--- src/hdl/fcdf_pkg.sv ---
package fcdf_pkg;

  localparam int DEFAULT_MAX_WIDTH = 256;
  localparam int HEAT_W            = 8;
  localparam int POS_W             = 8;
  localparam int CFG_DATA_W        = 9;
  localparam int CFG_IDX_W         = 2;
  localparam int SHIFT_AMOUNT      = 2;

  typedef logic [HEAT_W-1:0]     heat_t;
  typedef logic [HEAT_W+1:0]     heat_sum_t;   // four 8-bit pixels
  typedef logic [POS_W-1:0]      pos_t;
  typedef logic [CFG_DATA_W-1:0] cfg_data_t;
  typedef logic [CFG_IDX_W-1:0]  cfg_idx_t;

  // register indexes
  localparam cfg_idx_t REG_FRAME_WIDTH  = 2'd0;
  localparam cfg_idx_t REG_FRAME_HEIGHT = 2'd1;

  localparam cfg_data_t WIDTH_RESET  = 9'd64;
  localparam cfg_data_t HEIGHT_RESET = 9'd32;
  localparam cfg_data_t MIN_WIDTH    = 9'd3;
  localparam cfg_data_t MIN_HEIGHT   = 9'd2;
  localparam cfg_data_t MAX_HEIGHT   = 9'd256;

  localparam heat_t DECAY = 8'd4;

endpackage

--- src/hdl/fcdf_in_if.sv ---
interface fcdf_in_if;
  logic          valid;
  logic          ready;
  fcdf_pkg::heat_t heat_in;

  modport source (output valid, output heat_in, input ready);
  modport sink   (input valid, input heat_in, output ready);
endinterface

--- src/hdl/fcdf_out_if.sv ---
interface fcdf_out_if;
  logic           valid;
  logic           ready;
  fcdf_pkg::pos_t  out_row;
  fcdf_pkg::pos_t  out_column;
  fcdf_pkg::heat_t heat_out;
  logic           frame_done;

  modport source (output valid, output out_row, output out_column, output heat_out,
                  output frame_done, input ready);
  modport sink   (input valid, input out_row, input out_column, input heat_out,
                  input frame_done, output ready);
endinterface

--- src/hdl/fcdf_cfg_if.sv ---
interface fcdf_cfg_if;
  logic                 valid;
  logic                 ready;
  fcdf_pkg::cfg_idx_t  reg_index;
  fcdf_pkg::cfg_data_t wr_data;

  modport source (output valid, output reg_index, output wr_data, input ready);
  modport sink   (input valid, input reg_index, input wr_data, output ready);
endinterface

--- src/hdl/fcdf_line_buf.sv ---
module fcdf_line_buf #(
  parameter int DEPTH = fcdf_pkg::DEFAULT_MAX_WIDTH,
  parameter int AW    = $clog2(DEPTH)
) (
  input  logic            clk,
  input  logic            en,
  input  logic [AW-1:0]   addr,
  input  fcdf_pkg::heat_t wdata,
  output fcdf_pkg::heat_t rdata
);

  fcdf_pkg::heat_t mem [DEPTH];
  fcdf_pkg::heat_t rdata_r;

  // read-first: the old entry comes out while the new one goes in
  always_ff @(posedge clk) begin
    if (en) begin
      rdata_r   <= mem[addr];
      mem[addr] <= wdata;
    end
  end

  assign rdata = rdata_r;

endmodule

--- src/hdl/fire_cellular_decay_filter_core.sv ---
// channel   | dir | handshake        | payload
// ----------+-----+------------------+-------------------------------------------
// in_chan   | in  | valid / ready    | heat_in (8b)
// out_chan  | out | valid / ready    | out_row, out_column, heat_out (8b), frame_done
// cfg_chan  | in  | valid / ready=1  | reg_index (2b), wr_data (9b)
//
// One pixel item per clock sustained while out_chan does not stall; a result passes
// from the stage register into the output register, where it is offered on out_chan
// (line-buffer read into the stage register, then output register).
// The line buffer is a single read-first port: one read-modify-write per item past column 0.
// Reset (rst_n, sync, low) clears counters and handshake state and sets the frame size
// to its defaults; the line buffer is not cleared and needs no clearing pass.
// Output stalls back up through the stage register into in_chan.ready.
module fire_cellular_decay_filter_core #(
  parameter int MAX_WIDTH = fcdf_pkg::DEFAULT_MAX_WIDTH
) (
  input  logic              clk,
  input  logic              rst_n,
  fcdf_in_if.sink           in_chan,
  fcdf_out_if.source        out_chan,
  fcdf_cfg_if.sink          cfg_chan
);

  localparam int CW = $clog2(MAX_WIDTH);
  localparam logic [CW-1:0] COL_MAX = CW'(MAX_WIDTH - 1);

  // configuration
  fcdf_pkg::cfg_data_t frame_width_r, frame_height_r;
  logic                cfg_fire;
  logic                cfg_hit;

  // position and the two pixels to the left
  logic [CW-1:0]       col_r, col_nxt, last_col;
  fcdf_pkg::pos_t      row_r, row_nxt, last_row;
  fcdf_pkg::heat_t     left_r, left_left_r;

  // stage register, waits for line buffer data
  logic                s1_v_r;
  fcdf_pkg::heat_t     s1_heat_r, s1_left_r, s1_ll_r;
  fcdf_pkg::pos_t      s1_row_r, s1_col_r;
  logic                s1_done_r;

  // output register
  logic                out_v_r;
  fcdf_pkg::pos_t      out_row_r, out_col_r;
  fcdf_pkg::heat_t     out_heat_r;
  logic                out_done_r;

  logic                in_ready, in_fire, s1_move, produce, at_last;
  logic                lb_en;
  logic [CW-1:0]       lb_addr;
  fcdf_pkg::heat_t     above;
  fcdf_pkg::heat_sum_t sum;
  fcdf_pkg::heat_t     avg, decayed;

  assign cfg_chan.ready = 1'b1;
  assign cfg_fire       = cfg_chan.valid;
  // only mapped registers restart the frame; other indexes are ignored
  assign cfg_hit        = cfg_fire &&
                          ((cfg_chan.reg_index == fcdf_pkg::REG_FRAME_WIDTH) ||
                           (cfg_chan.reg_index == fcdf_pkg::REG_FRAME_HEIGHT));

  always_ff @(posedge clk) begin
    if (!rst_n) begin
      frame_width_r  <= fcdf_pkg::WIDTH_RESET;
      frame_height_r <= fcdf_pkg::HEIGHT_RESET;
    end else if (cfg_fire) begin
      if (cfg_chan.reg_index == fcdf_pkg::REG_FRAME_WIDTH) begin
        frame_width_r <= cfg_chan.wr_data;
      end
      if (cfg_chan.reg_index == fcdf_pkg::REG_FRAME_HEIGHT) begin
        frame_height_r <= cfg_chan.wr_data;
      end
    end
  end

  // saturated frame size as last indexes
  always_comb begin
    if (frame_width_r < fcdf_pkg::MIN_WIDTH) begin
      last_col = CW'(2);
    end else if (32'(frame_width_r) > 32'(MAX_WIDTH)) begin
      last_col = COL_MAX;
    end else begin
      last_col = CW'(frame_width_r - 9'd1);
    end
    if (frame_height_r < fcdf_pkg::MIN_HEIGHT) begin
      last_row = 8'd1;
    end else if (frame_height_r > fcdf_pkg::MAX_HEIGHT) begin
      last_row = 8'd255;
    end else begin
      last_row = 8'(frame_height_r - 9'd1);
    end
  end

  // handshake
  assign s1_move          = s1_v_r && (!out_v_r || out_chan.ready);
  assign in_ready         = !s1_v_r || s1_move;
  assign in_chan.ready    = in_ready;
  assign in_fire          = in_chan.valid && in_ready;

  // interior pixel: not first row of input, down-right at column >= 2
  assign produce = (row_r != '0) && (col_r >= CW'(2));
  assign at_last = (col_r == last_col);

  // the row above at column-1 is read while the previous pixel replaces it
  assign lb_en   = in_fire && (col_r != '0);
  assign lb_addr = col_r - CW'(1);

  fcdf_line_buf #(
    .DEPTH (MAX_WIDTH),
    .AW    (CW)
  ) u_line_buf (
    .clk   (clk),
    .en    (lb_en),
    .addr  (lb_addr),
    .wdata (left_r),
    .rdata (above)
  );

  always_comb begin
    col_nxt = col_r + CW'(1);
    row_nxt = row_r;
    if (at_last) begin
      col_nxt = '0;
      row_nxt = (row_r == last_row) ? '0 : row_r + 8'd1;
    end
  end

  always_ff @(posedge clk) begin
    if (!rst_n) begin
      col_r       <= '0;
      row_r       <= '0;
      left_r      <= '0;
      left_left_r <= '0;
    end else if (cfg_hit) begin
      // a write to a mapped register restarts the frame
      col_r       <= '0;
      row_r       <= '0;
      left_r      <= '0;
      left_left_r <= '0;
    end else if (in_fire) begin
      col_r       <= col_nxt;
      row_r       <= row_nxt;
      left_r      <= in_chan.heat_in;
      left_left_r <= left_r;
    end
  end

  always_ff @(posedge clk) begin
    if (!rst_n) begin
      s1_v_r <= 1'b0;
    end else if (in_fire) begin
      s1_v_r <= produce;
    end else if (s1_move) begin
      s1_v_r <= 1'b0;
    end
  end

  always_ff @(posedge clk) begin
    if (in_fire) begin
      s1_heat_r <= in_chan.heat_in;
      s1_left_r <= left_r;
      s1_ll_r   <= left_left_r;
      s1_row_r  <= row_r - 8'd1;
      s1_col_r  <= fcdf_pkg::POS_W'(col_r - CW'(1));
      s1_done_r <= (row_r == last_row) && at_last;
    end
  end

  // average of four, then cool by DECAY clamped at zero
  assign sum     = fcdf_pkg::heat_sum_t'(above) + fcdf_pkg::heat_sum_t'(s1_ll_r)
                 + fcdf_pkg::heat_sum_t'(s1_left_r) + fcdf_pkg::heat_sum_t'(s1_heat_r);
  assign avg     = sum[fcdf_pkg::SHIFT_AMOUNT +: fcdf_pkg::HEAT_W];
  assign decayed = (avg >= fcdf_pkg::DECAY) ? avg - fcdf_pkg::DECAY : '0;

  always_ff @(posedge clk) begin
    if (!rst_n) begin
      out_v_r <= 1'b0;
    end else if (!out_v_r || out_chan.ready) begin
      out_v_r <= s1_v_r;
    end
  end

  always_ff @(posedge clk) begin
    if (s1_move) begin
      out_row_r  <= s1_row_r;
      out_col_r  <= s1_col_r;
      out_heat_r <= decayed;
      out_done_r <= s1_done_r;
    end
  end

  assign out_chan.valid      = out_v_r;
  assign out_chan.out_row    = out_row_r;
  assign out_chan.out_column = out_col_r;
  assign out_chan.heat_out   = out_heat_r;
  assign out_chan.frame_done = out_done_r;

  a_col_in_frame: assert property (@(posedge clk) disable iff (!rst_n)
    col_r <= last_col)
    else $error("column counter past end of row");

  a_border_dropped: assert property (@(posedge clk) disable iff (!rst_n)
    in_fire && !cfg_fire && !produce |=> !s1_v_r)
    else $error("border pixel entered the pipeline");

  a_interior_kept: assert property (@(posedge clk) disable iff (!rst_n)
    in_fire && produce |=> s1_v_r)
    else $error("interior pixel lost");

  a_no_bubble: assert property (@(posedge clk) disable iff (!rst_n)
    !out_v_r |-> in_ready)
    else $error("input stalled with empty output register");

endmodule
--- src/flat_wrapper.sv ---
// flat-port wrapper written by rule: the top's interface ports become plain ports
module fire_cellular_decay_filter_core_flat 
#(
  parameter int MAX_WIDTH = fcdf_pkg::DEFAULT_MAX_WIDTH
)
  (clk, rst_n, in_chan_valid, in_chan_heat_in, in_chan_ready, out_chan_valid, out_chan_out_row, out_chan_out_column, out_chan_heat_out, out_chan_frame_done, out_chan_ready, cfg_chan_valid, cfg_chan_reg_index, cfg_chan_wr_data, cfg_chan_ready);
  fcdf_in_if in_chan_i ();
  fcdf_out_if out_chan_i ();
  fcdf_cfg_if cfg_chan_i ();
  input  logic clk;
  input  logic rst_n;
  input wire logic [$bits(in_chan_i.valid)-1:0] in_chan_valid;
  input wire logic [$bits(in_chan_i.heat_in)-1:0] in_chan_heat_in;
  output wire logic [$bits(in_chan_i.ready)-1:0] in_chan_ready;
  output wire logic [$bits(out_chan_i.valid)-1:0] out_chan_valid;
  output wire logic [$bits(out_chan_i.out_row)-1:0] out_chan_out_row;
  output wire logic [$bits(out_chan_i.out_column)-1:0] out_chan_out_column;
  output wire logic [$bits(out_chan_i.heat_out)-1:0] out_chan_heat_out;
  output wire logic [$bits(out_chan_i.frame_done)-1:0] out_chan_frame_done;
  input wire logic [$bits(out_chan_i.ready)-1:0] out_chan_ready;
  input wire logic [$bits(cfg_chan_i.valid)-1:0] cfg_chan_valid;
  input wire logic [$bits(cfg_chan_i.reg_index)-1:0] cfg_chan_reg_index;
  input wire logic [$bits(cfg_chan_i.wr_data)-1:0] cfg_chan_wr_data;
  output wire logic [$bits(cfg_chan_i.ready)-1:0] cfg_chan_ready;
  assign in_chan_i.valid = in_chan_valid;
  assign in_chan_i.heat_in = in_chan_heat_in;
  assign in_chan_ready = in_chan_i.ready;
  assign out_chan_valid = out_chan_i.valid;
  assign out_chan_out_row = out_chan_i.out_row;
  assign out_chan_out_column = out_chan_i.out_column;
  assign out_chan_heat_out = out_chan_i.heat_out;
  assign out_chan_frame_done = out_chan_i.frame_done;
  assign out_chan_i.ready = out_chan_ready;
  assign cfg_chan_i.valid = cfg_chan_valid;
  assign cfg_chan_i.reg_index = cfg_chan_reg_index;
  assign cfg_chan_i.wr_data = cfg_chan_wr_data;
  assign cfg_chan_ready = cfg_chan_i.ready;
  fire_cellular_decay_filter_core #(.MAX_WIDTH(MAX_WIDTH)) u_core (.clk(clk), .rst_n(rst_n), .in_chan(in_chan_i), .out_chan(out_chan_i), .cfg_chan(cfg_chan_i));
endmodule
--- config.mk ---
export PLATFORM = sky130hd
export DESIGN_NAME = fire_cellular_decay_filter_core_flat
export DESIGN_NICKNAME = d
export VERILOG_FILES = /design/src/hdl/fcdf_pkg.sv /design/src/hdl/fcdf_in_if.sv /design/src/hdl/fcdf_out_if.sv /design/src/hdl/fcdf_cfg_if.sv /design/src/hdl/fcdf_line_buf.sv /design/src/hdl/fire_cellular_decay_filter_core.sv /design/src/flat_wrapper.sv
export SDC_FILE = /design/constraint.sdc
export NUM_CORES = 2
export LEC_CHECK = 0
export ABC_AREA = 1
export BUFFER_PORTS_ARGS = -buffer_cell sky130_fd_sc_hd__buf_4
export CAP_MARGIN = 20
export CELL_PAD_IN_SITES_DETAIL_PLACEMENT = 1
export CELL_PAD_IN_SITES_GLOBAL_PLACEMENT = 1
export CORE_MARGIN = 4
export CORE_UTILIZATION = 40
export DETAILED_ROUTE_END_ITERATION = 6
export PLACE_DENSITY = 0.74
export SLEW_MARGIN = 20
export SYNTH_ARGS = -nofsm -noshare
export SYNTH_HDL_FRONTEND = slang
export SYNTH_SLANG_ARGS = --single-unit
--- constraint.sdc ---
create_clock -name clk -period 6.1 [get_ports clk]
set_input_delay 0.915 -clock clk [delete_from_list [all_inputs] [get_ports clk]]
set_output_delay 0.915 -clock clk [all_outputs]
set_load 0.01 [all_outputs]
* Word-level counts from Yosys, hierarchy flattened
Memory sizes are Yosys's and may differ from the RTL's. A register that Yosys moved wholly into a read port is not among the register bits. Cells that the tools add are included. W data, S select, Z words.
Operators by class: add/sub/neg operators 10, $lt $le $gt $ge 6, eq/ne operators 3, muxes and demuxes 10, bitwise logic cells 1, reductions and logical operators 19
Operator list (number):
- $mux W8 | 6
- $sub A8 B1 Y8 const B | 4
- $add A10 B8 Y10 | 2
- $gt A9 B9 Y1 const B | 2
- $lt A9 B2 Y1 const B | 2
- $add A8 B1 Y8 const B | 2
- $eq A8 B8 Y1 | 2
- $reduce_bool A8 Y1 | 2
- $add A8 B8 Y9 | 1
- $ge A8 B2 Y1 const B | 1
- $ge A8 B3 Y1 const B | 1
- $sub A8 B3 Y8 const B | 1
- $logic_and A1 B1 Y1 | 6
- $reduce_and A2 Y1 | 3
- $mux W1 | 4
- $logic_or A1 B1 Y1 | 3
- $eq A2 B1 Y1 const B | 1
- $logic_not A1 Y1 | 2
- $logic_not A2 Y1 | 1
- $reduce_bool A2 Y1 | 1
- $reduce_or A2 Y1 | 1
- $not A1 Y1 | 1
Word-level totals: register bits 118, bits in writable memories 2048, bits of input ports 24, output and inout port bits 28, memories 1
Memories:
- u_core.u_line_buf.mem | words 256, bits a word 8, rd ports 1, clocked after memory_dff 1, wr ports 1, RTL line fcdf_line_buf.sv:12 | fcdf_pkg::heat_t mem [DEPTH];

* Longest topological paths before layout
word-level depth 8, gate-level depth with buffers 22, mapped depth without buffers 22

* Modules after synthesis
Synthesis repeated with hierarchy kept, for this count alone.
Second synthesis, totals: cell total of the unflattened synthesis 8726, area total of the unflattened synthesis 91024.8 um^2
By module, submodules not included:
- fcdf_line_buf | times used 1, cells an instance 8021, area an instance 84936.5 um^2
- fire_cellular_decay_filter_core | times used 1, cells an instance 705, area an instance 6088.3 um^2

* Worst setup path after synthesis
No wires, ideal clock.
path type reg-to-reg, start register u_core.left_r[0], end register u_core.s1_left_r[0] (data pin), library setup time 0.861 ns, arrival time 3.421 ns, required time 5.239 ns, slack 1.818 ns, stages on the path, launching flop included 1, buffers on the path 0, period minus slack after synthesis 4.282 ns, path through dfxtp_1
RTL lines:
- start: declaration | RTL line fire_cellular_decay_filter_core.sv:35 | fcdf_pkg::heat_t left_r, left_left_r;
- start signal: assignment | RTL line fire_cellular_decay_filter_core.sv:144 | left_r <= in_chan.heat_in;
- end signal: assignment | RTL line fire_cellular_decay_filter_core.sv:162 | s1_left_r <= left_r;
- end: declaration | RTL line fire_cellular_decay_filter_core.sv:39 | fcdf_pkg::heat_t s1_heat_r, s1_left_r, s1_ll_r;
No word-level cell between the ends.

* Worst setup path in the final report
start register u_core.col_r[0], end memory u_core.u_line_buf.mem[228][6] (netlist bit) (enable)
On the way: cells in the longest elaborated chain, start to end 4
Ends and longest elaborated chain:
- start: declaration | RTL line fire_cellular_decay_filter_core.sv:33 | logic [CW-1:0] col_r, col_nxt, last_col;
- start signal: assignment | RTL line fire_cellular_decay_filter_core.sv:142 | col_r <= col_nxt;
- branches (longest 4 deep; another with $sub A8 B1 Y8)
- end: declaration | RTL line fcdf_line_buf.sv:12
Parallel ways; which one is timed is not known.

==> flow_summary.ini <==
[routing]
final_antenna_net_count = 0
vias = 59400
drtPass1Iterations = 6
post_drt_wl_per_cell_um = 27.6
viasPerCell = 5.89
wl_mm = 278
drc = 0
drt_iter0_markers = 7982

[cts]
clock_path_buffers = 3
cts_tree = built
cts_resized = 0
ctsHoldBuffers = 0
post_cts_buffers = 0
cts_root_buffer = clkbuf_16
numCtsBuffers = 216
cts_max_level = 4
clk_latency_ps = 880
cts.sinks = 2174
clk_pin_slew_ps = 60

[critical_path]
cp_max_fo = 74
end_kind = flop
critPathLaunchType = flop
path_buf_inv = 2
cpPeakStageDelay_ps = 890
worst-setup-path-type = reg2reg
critPathRequiredTime_ps = 6580
path_cells = inv_8 > ha_1 > xnor2_4 > buf_4 > nor2_4 > nand2_2 > nor2_1
slowest_stage = nor2_1
critPathTopFamily = simple AND/OR/NAND/NOR gates
worstPathArrival_ps = 5670

[hold_path]
min_path_type = in2reg

[floorplanning]
io_pins = 52
fp-row-count = 171
chipHeight_um = 476
die_w_um = 476
start_util = 0.402
coreArea_um2 = 217000
die_area_um2 = 226000

[finish]
regArea_um2 = 64800
syn_to_final_growth_pct = 11.3
final_cell_mix = edfxtp_1 (2122), nor2_1 (1509), o21ai_0 (1096)
fin_nets = 7116
instances_no_fill = 10100
finish.utilization = 0.448
drive_gt1_frac = 0.0687
largest_registers = u_core.u_line_buf.mem x2048, u_core.frame_height_r x9, u_core.frame_width_r x9
fillers = 22500
final_common_cell = edfxtp_1
largest_register_ffs = 2048
largest_register = u_core.u_line_buf.mem
multi_input_comb_area_um2 = 20300

[placed_design]
placed_cells = 9686
place_congestion = 0.887
dp_slack_ps = 1090
numPortBuffers = 50
dp_hpwl_mm = 164

[timing]
setup_viol = 0
timing.final.ws_setup_ps = 913
fin_worst_skew_ps = 56.3
hold_viol = 0
finalCriticalPeriod_ps = 5190
maxSlewHeadroom = 0.208
period_share = 0.850
tns_ps = 0
max_slew.worst_pin.slew_ps = 1190
holdWs_ps = 258
rsz0062_at_grt = false
fmaxAchievable_mhz = 193
slew_viol_final = 0

[synth]
yosys.area_share.simple = 0.120
synth.top_cell.area_share = 0.729
synth_compound_area_frac = 0.100
yosysSeqAreaShare = 0.740
synth_xor_area_frac = 0.00419
synth-main-ff-cell = edfxtp_1
ys_ff_latch = 2174
syn_nets = 7209
synth_cells = 7144
async_flop_share = 0
syn_avg_cell_area_um2 = 12.2
synthMuxAreaShare = 0
synth.area.top_cells = edfxtp_1 (73%), nor2_1 (6.5%), o21ai_0 (6.3%)
synth_top_family_by_area = simple AND/OR/NAND/NOR gates
synth_edf_count = 2122
synthAdderAreaFrac = 0.00664
ys_warn_count = 0
netlist_area_um2 = 87500
yosysTopAreaCell = edfxtp_1
ys_types = 43

[flow_run]
max_cap_violations = 0

[global_route]
grt_max_degree = 212
use_met1 = 0.324
top_usage_layer = met2
grt_pass1_wl_mm = 406
antenna_found_initial = 14
grt_pass1_vias = 60400
grt_util_met2 = 0.383
overflow = 0
grt_util_met3 = 0.0429
track_usage = 0.240

[pwr]
p_leak_nw = 32.6
power_density_nw_per_um2 = 336
worst_ir_drop_vdd_v = 0.000294

[outcome]
outcome = finished clean
kinds of logic (layout without fill, tap and decap cells):
kind of cell	Yosys count	after routing
AND/OR/NAND/NOR	2663	2663
flip-flops	2174	2174
AO/OA/AOI/OAI	1630	1630
buffers and inverters	600	686
adder cells (fa/ha/maj)	41	41
XOR/XNOR	35	35
other	1	2
Yosys cell counts (32+ instances only):
cell	count
inv_1	135
buf_2	119
ha_1	32
clkbuf_1	303
a21oi_1	51
nand2_1	915
dfxtp_1	52
o22ai_1	458
o21ai_0	1096
nor2_1	1509
nand3_1	110
edfxtp_1	2122
nand4_1	94
power by group:
group | switching (W) | total (W) | internal (W)
clock | 0.00574 | 0.0130 | 0.00722
sequential | 0.0000998 | 0.0166 | 0.0165
combinational | 0.00236 | 0.00312 | 0.000755
layer usage:
metal  up-vias  part of all wire
met4         6             0.046
met1     30400              0.40
met2      2926              0.47
met3       562             0.087
li1      25500                 -
met5         -           0.00014
path summary, 6_finish.rpt:
path | endpoint | cells past startpoint | slack (ps) | from
hold / removal | u_core.s1_heat_r[7]$_DFFE_PP_ | 1 | 260 | in_chan_heat_in[7]
setup / recovery | u_core.u_line_buf.mem[228][6]$_DFFE_PP_ | 7 | 910 | u_core.col_r[0]$_SDFFE_PP0P_
setup reg to reg | u_core.u_line_buf.mem[228][6]$_DFFE_PP_ | 7 | 910 | u_core.col_r[0]$_SDFFE_PP0P_
hold reg to reg | u_core.out_chan.out_row[6]$_DFFE_PP_ | 0 | 420 | u_core.s1_row_r[6]$_DFFE_PP_
layout make-up:
class | count | area share
flip-flops and latches | 2174 | 0.666
multi-input cells | 4370 | 0.208
clock buffers | 288 | 0.0596
well taps | 2854 | 0.0367
repair buffers | 137 | 0.0137
clock inverters | 109 | 0.0101
inverters | 152 | 0.00604
diodes | 1 | 0.0000257
metrics by stage:
step	area (µm²)	total power, W
global placement	90500	0.0199
detailed placement	90500	0.0200
CTS	97300	0.0328
floorplan	87500	0.0187
global route	97300	0.0337
finish	97300	0.0327
Power figures use the tool's default switching activity.
